==> config.mk <==
export PLATFORM = sky130hd
export DESIGN_NAME = tcw_cmd_queue
export DESIGN_NICKNAME = d
export VERILOG_FILES = /design/src/sv/tcw_pkg.sv /design/src/sv/tcw_cmd_queue.sv
export SDC_FILE = /design/constraint.sdc
export NUM_CORES = 1
export LEC_CHECK = 0
export BUFFER_PORTS_ARGS = -buffer_cell sky130_fd_sc_hd__buf_2
export CORE_ASPECT_RATIO = 1.25
export CORE_MARGIN = 2
export CORE_UTILIZATION = 56
export DETAILED_ROUTE_END_ITERATION = 10
export PLACE_DENSITY = 0.95
export SLEW_MARGIN = 0
export SYNTH_ARGS = -nofsm -noshare
export SYNTH_HDL_FRONTEND = slang
export SYNTH_SLANG_ARGS = --single-unit
==> constraint.sdc <==
create_clock -name i_clk -period 9.95 [get_ports i_clk]
set_input_delay 1.99 -clock i_clk [delete_from_list [all_inputs] [get_ports i_clk]]
set_output_delay 1.99 -clock i_clk [all_outputs]
set_load 0.005 [all_outputs]
==> src/sv/tcw_pkg.sv <==
// Shared types, constants and helpers for the text console writer.
// No dependencies; every other file of the block imports this package.
package tcw_pkg;

    localparam int SCREEN_COLS_DEF = 80;
    localparam int SCREEN_ROWS_DEF = 25;
    localparam int CMD_DEPTH       = 2;

    localparam logic [7:0] CH_NEWLINE = 8'd10;
    localparam logic [7:0] CH_RETURN  = 8'd13;
    localparam logic [7:0] CH_SPACE   = 8'h20;

    typedef enum logic [1:0] {
        MODE_CHAR  = 2'd0,
        MODE_FILL  = 2'd1,
        MODE_CLEAR = 2'd2,
        MODE_READ  = 2'd3
    } t_mode;

    typedef struct packed {
        t_mode       mode;
        logic [7:0]  char_code;
        logic [3:0]  fg_color;
        logic [3:0]  bg_color;
        logic [4:0]  read_row;
        logic [6:0]  read_col;
    } t_item;

    typedef struct packed {
        logic [4:0]  cursor_row_out;
        logic [6:0]  cursor_col_out;
        logic        scrolled;
        logic [15:0] read_cell;
    } t_result;

    // One decoded operation for the screen side.
    typedef struct packed {
        logic        wr_cell;   // write cell at (prow, col)
        logic        clr_row;   // blank physical row clr_prow
        logic        fill;      // blank every cell
        logic        rd;        // read cell at (prow, col), in range
        logic [4:0]  prow;
        logic [6:0]  col;
        logic [4:0]  clr_prow;
        logic [15:0] cell_word; // written cell; bits 15:12 give the blank color
        t_result     res;       // result with read_cell still zero
    } t_cmd;

    function automatic logic [15:0] blank_cell(input logic [3:0] bg);
        return {bg, 4'h0, CH_SPACE};
    endfunction

endpackage

==> src/sv/tcw_cmd_queue.sv <==
// Short command queue between the front end and the screen engine.
// Depends on tcw_pkg for the command type.
module tcw_cmd_queue #(
    parameter int DEPTH = tcw_pkg::CMD_DEPTH
) (
    input  logic          i_clk,
    input  logic          i_rst_n,
    input  logic          i_push,
    input  tcw_pkg::t_cmd i_data,
    output logic          o_full,
    input  logic          i_pop,
    output logic          o_valid,
    output tcw_pkg::t_cmd o_data
);
    import tcw_pkg::*;

    localparam int PW = $clog2(DEPTH);
    localparam int CW = $clog2(DEPTH + 1);

    t_cmd          r_slot [DEPTH];
    logic [PW-1:0] r_wr_ptr, r_rd_ptr;
    logic [CW-1:0] r_count;

    logic do_push, do_pop;

    assign o_full  = (r_count == CW'(DEPTH));
    assign o_valid = (r_count != '0);
    assign o_data  = r_slot[r_rd_ptr];
    assign do_push = i_push && !o_full;
    assign do_pop  = i_pop && o_valid;

    always_ff @(posedge i_clk) begin
        if (do_push) begin
            r_slot[r_wr_ptr] <= i_data;
        end
    end

    always_ff @(posedge i_clk) begin
        if (!i_rst_n) begin
            r_wr_ptr <= '0;
            r_rd_ptr <= '0;
            r_count  <= '0;
        end else begin
            if (do_push) begin
                r_wr_ptr <= (r_wr_ptr == PW'(DEPTH - 1)) ? '0 : r_wr_ptr + 1'b1;
            end
            if (do_pop) begin
                r_rd_ptr <= (r_rd_ptr == PW'(DEPTH - 1)) ? '0 : r_rd_ptr + 1'b1;
            end
            if (do_push && !do_pop) begin
                r_count <= r_count + 1'b1;
            end else if (do_pop && !do_push) begin
                r_count <= r_count - 1'b1;
            end
        end
    end

endmodule

==> impl_metrics.json <==
{
  "status": "finished clean",
  "tightest_slew_ns": 0.880,
  "wl_per_cell_um": 16.9,
  "layoutNonFillerInstCount": 514,
  "synth-seq-area-share_pct": 81.2,
  "final_cell_mix": "buf_2 (137), edfxtp_1 (132), mux2_1 (40)",
  "grt_use_met2_pct": 31.1,
  "drt-initial-drc-count": 113,
  "cts_max_path_buffers": 2,
  "p_sw_mw": 0.408,
  "min_from": "r_count[1]$_SDFFE_PN0P_",
  "grt_use_met1_pct": 20.3,
  "hold_buffers": 0,
  "cap_violations": 0,
  "synth.avg_cell_area_um2": 21.8,
  "drive_above_1_share_pct": 50.3,
  "end_kind": "output port",
  "synth_top_cell_by_area": "edfxtp_1",
  "fp.dieW_um": 88.6,
  "cp_data_required_time_ns": 7.96,
  "grt_usage_pct": 18.1,
  "total_leakage_power_nw": 2.42,
  "hp-class": "reg2reg",
  "fin_crit_ns": 4.37,
  "overflow": 0,
  "io_pins": 138,
  "grt_setup_unrepaired": "false",
  "die_h_um": 110,
  "vdd_drop_max_v": 0.000215,
  "ys_seq_elements": 137,
  "p_sw_share_pct": 24.0,
  "fin_crit_sh_pct": 43.9,
  "grt_max_degree": 68,
  "fillers": 556,
  "drc": 0,
  "syn_area_um2": 5010,
  "drt_wl_total_um": 8690,
  "ys_types": 24,
  "syn_nets": 301,
  "clock_latency_ns": 0.49,
  "place.detailed.hpwl_um": 5450,
  "drt_first_pass_iters": 4,
  "cts_tree": "built",
  "clk_pin_slew_worst_paths_ns": 0.05,
  "p_seq_share_pct": 45.1,
  "start_kind": "flip-flop",
  "finalSetupTns_ns": 0,
  "ys_warn_count": 0,
  "use_met3_pct": 6.68,
  "fmax_mhz": 229,
  "root_buffer": "clkbuf_8",
  "p_int_mw": 1.29,
  "nets": 453,
  "p_clk_share_pct": 36.5,
  "htree_levels": 4,
  "max-slew-margin-rel_pct": 41.3,
  "fp.coreArea_um2": 8700,
  "critPathKind": "reg2out",
  "num_rows": 38,
  "grt_busiest_layer": "met2",
  "worst-path-max-fanout": 36,
  "synth.area.top_cells": "edfxtp_1 (79%), mux2_1 (9.0%), mux2_2 (5.8%), dfxtp_1 (2.0%), buf_6 (0.90%)",
  "grt_pass1_vias": 2617,
  "dp_cells": 483,
  "setup_violations": 0,
  "grt_pass1_wl_um": 12500,
  "n_antenna_cell": 0,
  "post_cts_buffers": 0,
  "via_per_inst": 5.06,
  "p_per_area_nw_per_um2": 265,
  "start_util_pct": 57.5,
  "final_common_cell": "buf_2",
  "yosysTopAreaCellShare_pct": 79.2,
  "syn2layout_area_growth_pct": 28.0,
  "vias": 2600,
  "port_buffers": 137,
  "synthCells": 230,
  "finalHoldViolCount": 0,
  "reg2reg_from": "r_count[0]$_SDFFE_PN0P_",
  "numCtsBuffers": 17,
  "antenna_found_initial": 0,
  "cts.sinks": 137,
  "slew_viol_final": 0,
  "cts.repair.resized": 0,
  "gp_congestion": 0.695,
  "ant_nets": 0,
  "cp.arrival_ns": 2.38,
  "comb_power_share_pct": 18.5,
  "skew_ns": 0.00595,
  "die_area_um2": 9720
}
critical path, cell delays in order, from the launching register on:
cell,delay (ns)
dfxtp_2,0.80
buf_4,0.54
mux2_2,0.40
buf_2,0.13
Yosys cell counts (all sizes together):
master / n
or2: 1
inv: 2
nor2: 1
ha: 1
nand2b: 1
o21a: 1
a21boi: 2
buf: 7
and2: 3
edfxtp: 132
dfxtp: 5
or3: 1
and3: 1
mux2: 66
xor2: 1
nor3: 1
xnor2: 2
o21ai: 2
power by group through the flow:
stage | logic, mW | clock network (mW) | registers (mW)
floorplan | 0.208 | 0 | 0.756
global placement | 0.306 | 0 | 0.771
detailed placement | 0.315 | 0 | 0.777
CTS | 0.320 | 0.629 | 0.767
global route | 0.346 | 0.655 | 0.773
finish | 0.313 | 0.619 | 0.766
cell families after synthesis:
logic type | share of synthesized area (%)
XOR/XNOR | 0.525
multiplexers | 14.8
flip-flops | 81.2
AND/OR/NAND/NOR | 1.15
buffers and inverters | 1.40
AO/OA/AOI/OAI | 0.650
adder cells (fa/ha/maj) | 0.250
metrics by stage:
stage                     power (mW)  util, %  worst slack, ns  hold slack, ns  area [um2]
after floorplan                0.964        -             4.82           0.479        5010
after global placement          1.08     66.8             6.12           0.493        5810
after detailed placement        1.09     66.8             6.08           0.540        5810
after CTS                       1.72     73.6             5.53           0.551        6410
after global routing            1.77     73.6             5.42           0.590        6410
final                           1.70     73.6             5.58           0.548        6410
sequential cells by signal, indices dropped and copies added, names as in the netlist, named ones only:
signal    count
r_count       2
r_wr_ptr      1
r_slot      132
r_rd_ptr      1
worst paths after layout:
kind | endpoint | slack, ns | cells past startpoint
setup reg to reg | r_slot[0][25]$_DFFE_PP_ | 8.08 | 4
hold reg to reg | r_count[1]$_SDFFE_PN0P_ | 0.55 | 2
hold / removal | r_count[1]$_SDFFE_PN0P_ | 0.55 | 2
setup / recovery | o_data[65] | 5.58 | 3
metal layers:
metal | vias to the layer above | wire length (um) | share of wire, %
li1 | 1215 | - | -
met5 | - | 0 | 0
met1 | 1278 | 3440 | 40
met3 | 4 | 425 | 4.9
met4 | 0 | 51 | 0.59
met2 | 103 | 4780 | 55
layout make-up:
cell class                 count  area [um2]  area share (%)
clock buffer                  17         414            6.46
clock inverter                14         181            2.83
timing repair buffer         140         708            11.1
tap                          120         150            2.34
inverter                       2        7.51           0.117
multi-input combinational     84         880            13.7
sequential                   137        4070            63.5
(Power assumes the default switching activity.)
