<file path="config.mk">
export PLATFORM = sky130hd
export DESIGN_NAME = tcw_front
export DESIGN_NICKNAME = d
export VERILOG_FILES = /design/src/sv/tcw_pkg.sv /design/src/sv/tcw_front.sv
export SDC_FILE = /design/constraint.sdc
export NUM_CORES = 1
export LEC_CHECK = 0
export ABC_AREA = 1
export BUFFER_PORTS_ARGS = -buffer_cell sky130_fd_sc_hd__buf_2
export CAP_MARGIN = 5
export CORE_UTILIZATION = 50
export DETAILED_ROUTE_END_ITERATION = 10
export HOLD_SLACK_MARGIN = 0.1
export PLACE_DENSITY = 0.81
export SLEW_MARGIN = 20
export SYNTH_ARGS = -nofsm -noshare
export SYNTH_HDL_FRONTEND = slang
export SYNTH_SLANG_ARGS = --single-unit
</file>
<file path="constraint.sdc">
create_clock -name i_clk -period 5.3 [get_ports i_clk]
set_clock_uncertainty 0.15 [all_clocks]
set_input_delay 0.53 -clock i_clk [delete_from_list [all_inputs] [get_ports i_clk]]
set_output_delay 0.53 -clock i_clk [all_outputs]
set_load 0.03 [all_outputs]
</file>
<file path="src/sv/tcw_pkg.sv">
// Shared types, constants and helpers for the text console writer.
// No dependencies; every other file of the block imports this package.
package tcw_pkg;

    localparam int SCREEN_COLS_DEF = 80;
    localparam int SCREEN_ROWS_DEF = 25;
    localparam int CMD_DEPTH       = 2;

    localparam logic [7:0] CH_NEWLINE = 8'd10;
    localparam logic [7:0] CH_RETURN  = 8'd13;
    localparam logic [7:0] CH_SPACE   = 8'h20;

    typedef enum logic [1:0] {
        MODE_CHAR  = 2'd0,
        MODE_FILL  = 2'd1,
        MODE_CLEAR = 2'd2,
        MODE_READ  = 2'd3
    } t_mode;

    typedef struct packed {
        t_mode       mode;
        logic [7:0]  char_code;
        logic [3:0]  fg_color;
        logic [3:0]  bg_color;
        logic [4:0]  read_row;
        logic [6:0]  read_col;
    } t_item;

    typedef struct packed {
        logic [4:0]  cursor_row_out;
        logic [6:0]  cursor_col_out;
        logic        scrolled;
        logic [15:0] read_cell;
    } t_result;

    // One decoded operation for the screen side.
    typedef struct packed {
        logic        wr_cell;   // write cell at (prow, col)
        logic        clr_row;   // blank physical row clr_prow
        logic        fill;      // blank every cell
        logic        rd;        // read cell at (prow, col), in range
        logic [4:0]  prow;
        logic [6:0]  col;
        logic [4:0]  clr_prow;
        logic [15:0] cell_word; // written cell; bits 15:12 give the blank color
        t_result     res;       // result with read_cell still zero
    } t_cmd;

    function automatic logic [15:0] blank_cell(input logic [3:0] bg);
        return {bg, 4'h0, CH_SPACE};
    endfunction

endpackage

</file>
<file path="src/sv/tcw_front.sv">
// Front end: classifies each input word, tracks the cursor and the scroll base,
// and builds the screen command. Depends on tcw_pkg.
module tcw_front #(
    parameter int SCREEN_COLS = tcw_pkg::SCREEN_COLS_DEF,
    parameter int SCREEN_ROWS = tcw_pkg::SCREEN_ROWS_DEF
) (
    input  logic          i_clk,
    input  logic          i_rst_n,
    input  logic          i_accept,
    input  tcw_pkg::t_item i_item,
    output tcw_pkg::t_cmd  o_cmd
);
    import tcw_pkg::*;

    logic [4:0] r_row, n_row;
    logic [6:0] r_col, n_col;
    logic [4:0] r_base, n_base;   // physical row that shows logical row 0

    logic [5:0] row_inc;
    logic [7:0] col_inc;
    logic       adv_row;
    t_cmd       cmd;

    // Map a logical row onto its physical row.
    function automatic logic [4:0] phys_row(input logic [4:0] base, input logic [4:0] row);
        logic [5:0] s;
        s = {1'b0, base} + {1'b0, row};
        if (s >= 6'(SCREEN_ROWS)) begin
            s = s - 6'(SCREEN_ROWS);
        end
        return s[4:0];
    endfunction

    assign row_inc = {1'b0, r_row} + 6'd1;
    assign col_inc = {1'b0, r_col} + 8'd1;

    always_comb begin
        n_row   = r_row;
        n_col   = r_col;
        n_base  = r_base;
        adv_row = 1'b0;
        cmd     = '0;
        cmd.cell_word = blank_cell(i_item.bg_color);
        unique case (i_item.mode)
            MODE_CHAR: begin
                if (i_item.char_code == CH_NEWLINE) begin
                    adv_row = 1'b1;
                end else if (i_item.char_code == CH_RETURN) begin
                    n_col = '0;
                end else begin
                    cmd.wr_cell   = 1'b1;
                    cmd.prow      = phys_row(r_base, r_row);
                    cmd.col       = r_col;
                    cmd.cell_word = {i_item.bg_color, i_item.fg_color, i_item.char_code};
                    if (col_inc >= 8'(SCREEN_COLS)) begin
                        n_col   = '0;
                        adv_row = 1'b1;
                    end else begin
                        n_col = col_inc[6:0];
                    end
                end
                if (adv_row) begin
                    if (row_inc >= 6'(SCREEN_ROWS)) begin
                        // scroll: the old top row becomes the new bottom row
                        cmd.clr_row      = 1'b1;
                        cmd.clr_prow     = r_base;
                        cmd.res.scrolled = 1'b1;
                        n_base = (r_base == 5'(SCREEN_ROWS - 1)) ? '0 : r_base + 5'd1;
                    end else begin
                        n_row = row_inc[4:0];
                    end
                end
            end
            MODE_FILL: begin
                cmd.fill = 1'b1;
            end
            MODE_CLEAR: begin
                cmd.fill      = 1'b1;
                cmd.cell_word = blank_cell(4'h0);
                n_row         = '0;
                n_col         = '0;
            end
            MODE_READ: begin
                if (({1'b0, i_item.read_row} < 6'(SCREEN_ROWS)) &&
                    ({1'b0, i_item.read_col} < 8'(SCREEN_COLS))) begin
                    cmd.rd   = 1'b1;
                    cmd.prow = phys_row(r_base, i_item.read_row);
                    cmd.col  = i_item.read_col;
                end
            end
        endcase
        cmd.res.cursor_row_out = n_row;
        cmd.res.cursor_col_out = n_col;
    end

    always_ff @(posedge i_clk) begin
        if (!i_rst_n) begin
            r_row  <= '0;
            r_col  <= '0;
            r_base <= '0;
        end else if (i_accept) begin
            r_row  <= n_row;
            r_col  <= n_col;
            r_base <= n_base;
        end
    end

    assign o_cmd = cmd;

endmodule

</file>
==> impl_metrics.ini <==
[outcome]
run_status = complete, no violations

[hold_path]
min_path_type = in -> reg

[sta]
max_clock_freq_ghz = 0.280
finalMaxSlewViolations = 0
worst_pin_slew_ns = 0.674
finalWorstSetupSlack_ns = 1.73
period_needed_ns = 3.57
slew_headroom_pct = 54.9
setup_total_negative_slack_ns = 0
final-hold-violation-count = 0
rsz0062_at_grt = no
final_min_period_over_clock_period_pct = 67.3
finalSetupViolations = 0
hold_slack_ns = 0.394

[routing]
routed_wirelength_um = 6860
vias = 3027
vias_per_cell = 5.05
initial_drc_count = 198
remaining_drc_errors = 0
wire_per_inst_um = 11.5
detail-route-antenna-nets = 0
detail_route.first_pass.iterations = 4

[setup_path]
setup.worst_path.end_class = primary output
cp_num_buf_inv = 3
critical-path-slowest-cell = fa_1
setup.worst_path.start = r_base[0]
timing.rr.start = r_col[0]
cp-endpoint = o_cmd[60]
critPathMostFrequentCell = nand3_1
path_max_fanout = 7
max_stage_delay_ns = 0.55
worst_r2r_endpoint = r_row[0]
critical_path.cell_chain = ha_1, inv_1, fa_1, ha_1, inv_1, nor2_1, nand2_1, nand3_1, nand2_1, nand3_1, nand3_1, a21oi_1, buf_2
path_class = reg -> out
flop_to_flop_setup_slack_ns = 3.19
crit_family = adder cells
timing.critical_path.depth = 13
critPathRequiredTime_ns = 4.62
data_arrival_time_at_the_worst_slack_endpoint_ns = 2.89
timing.critical_path.from_type = register
reg2regPathDepth = 14

[die]
initial_utilization_pct = 53.3
die_height_um = 73.9
dieArea_sq_um = 5460
core_region_area_sq_um = 4850
placement_rows = 25
ioPinCount = 99
chipWidth_um = 73.9

[cells_and_area]
layout.core_utilization_pct = 62.3
diodes = 0
mostFrequentLayoutCell = nand2_1
flow.area_growth_from_synthesis_pct = 16.9
number_of_filler_instances_in_the_final_layout = 504
register_area_sq_um = 340
net_count_final = 590
multi_input_comb_area_sq_um = 1850
drive_above_1_share_pct = 19.7
final_cell_mix = nand2_1, buf_2, inv_1, nand3_1, nor2_1

[clock_tree]
clock_insertion_delay_worst_skew_ns = 0.26
cts.reportedPaths.clkPinSlew_ns = 0.07
hold_buffers = 0
cts_tree = built
ctsRootBufferMaster = clkbuf_8
ctsHtreeMaxLevel = 1
cts.repair.resized = 0
post_cts_buffers = 0
clock_path_buffers = 2
cts.sink_count = 17
number_of_buffers_created_by_cts = 3

[global_route]
track_usage_pct = 25.5
wire_length_of_the_first_global_routing_pass_um = 11100
via_count_of_the_first_global_routing_pass = 2601
initial_antenna_violation_count = 0
grt_max_degree = 19
global_route.overflow_total = 0

[yosys]
synth_sequential_area_ratio_pct = 13.2
synth_cell_types = 34
postSynth.asyncResetShare_pct = 0
edff_count_synth = 0
synth.avg_cell_area_sq_um = 5.66
post_synth_adder_cell_area_pct = 12.2
synth_top_family_by_area = simple AND/OR/NAND/NOR gates
post_synth_instance_area_sq_um = 2590
post_synth_and_or_nand_nor_area_fraction_pct = 43.5
post_synth_inst_count = 457
yosysWarningCount = 0
synth_compound_area_share_pct = 10.8
synthMuxAreaShare_pct = 0
yosys_register_bits = 17
postSynth.topFlopCell = dfxtp_1
synth_xor_xnor_area_share_pct = 2.71

[place]
hpwl_um = 5570
post-place-ws_ns = 1.82
gp_congestion = 0.982
numPortBuffers = 82

[run]
max_cap_violations = 0

[power]
power_density_normalized_to_cell_area_nw_per_um2 = 145
ir_worst_vdd_uv = 134
static-leakage-power_uw = 0.00184
-- metal layers --
layer,up-vias,GRT usage (%),wire length (um)
li1,1553,-,-
met1,1340,33.3,3150
met2,124,45.7,3180
met3,10,1.78,442
met4,0,5.77,93
met5,-,0,0
-- through the flow --
| step | total power [uW] | instances | cell area (sq um) |
|---|---|---|---|
| finish | 438 | 599 | 3020 |
| global route | 471 | 599 | 3020 |
| CTS | 441 | 599 | 3020 |
| detailed placement | 337 | 595 | 2970 |
| global placement | 334 | 595 | 2970 |
| floorplan | 294 | 472 | 2640 |
-- logic make-up after synthesis --
family | after synthesis
fa+ha+maj | 24
buf+inv | 103
simple gates | 251
flops | 17
compound gates | 53
other cells | 1
xor+xnor | 8
-- power by group --
part	internal, uW	leakage [uW]	total, uW	switching (uW)
Clock	53.0	0.0000217	102	49.5
Combinational	56.9	0.00168	191	134
Sequential	134	0.000139	144	10.6
Total	244	0.00184	438	194
-- worst register-to-register path, cell delays in order (launching register included) --
cell and delay, ns:
dfxtp_1 0.47, ha_1 0.22, nand2_1 0.10, o21ai_1 0.13, o21ai_0 0.12, nand2_1 0.09, nand2_1 0.06, nand2_2 0.10
nand2_4 0.10, nand2_8 0.10, nand3_1 0.07, nand2_1 0.13, nand3_1 0.08, nand2_1 0.08, inv_1 0.04
-- synthesized netlist by cell type, types with 5 or more instances --
cell type | n | area share, %
xor2_1 | 6 | 2.0
nand3_1 | 49 | 9.5
clkbuf_1 | 8 | 1.2
o21ai_1 | 5 | 0.97
nor2_1 | 40 | 5.8
o21ai_0 | 6 | 1.2
nand2_1 | 133 | 19
ha_1 | 22 | 11
a21oi_1 | 37 | 7.2
nand3b_1 | 7 | 2.0
buf_4 | 17 | 4.9
inv_1 | 73 | 11
dfxtp_1 | 17 | 13
-- sequential cells by signal (all words and copies together), names as in the netlist --
| register | count |
|---|---|
| r_col | 7 |
| r_base | 5 |
| r_row | 5 |
-- cell type report --
cell class | instances | share of cell area (%)
repair buffers | 82 | 13.6
clock buffers | 3 | 1.37
inverters | 77 | 9.56
multi-input cells | 352 | 61.2
flip-flops and latches | 17 | 11.3
well taps | 67 | 2.77
clock inverters | 1 | 0.248
-- how the worst min path moves through the flow --
stage | start | to | slack, ns | cells past startpoint
5_1_grt | i_rst_n | r_base[0] | 0.39 | 3
6_report | i_rst_n | r_base[0] | 0.39 | 3
2_1_floorplan | r_base[3] | r_base[3] | 0.35 | 2
4_1_cts | i_rst_n | r_base[0] | 0.38 | 3
3_3_place_gp | r_base[3] | r_base[3] | 0.40 | 2
3_5_place_dp | r_base[3] | r_base[3] | 0.41 | 2
Power figures use the tool's default switching activity.
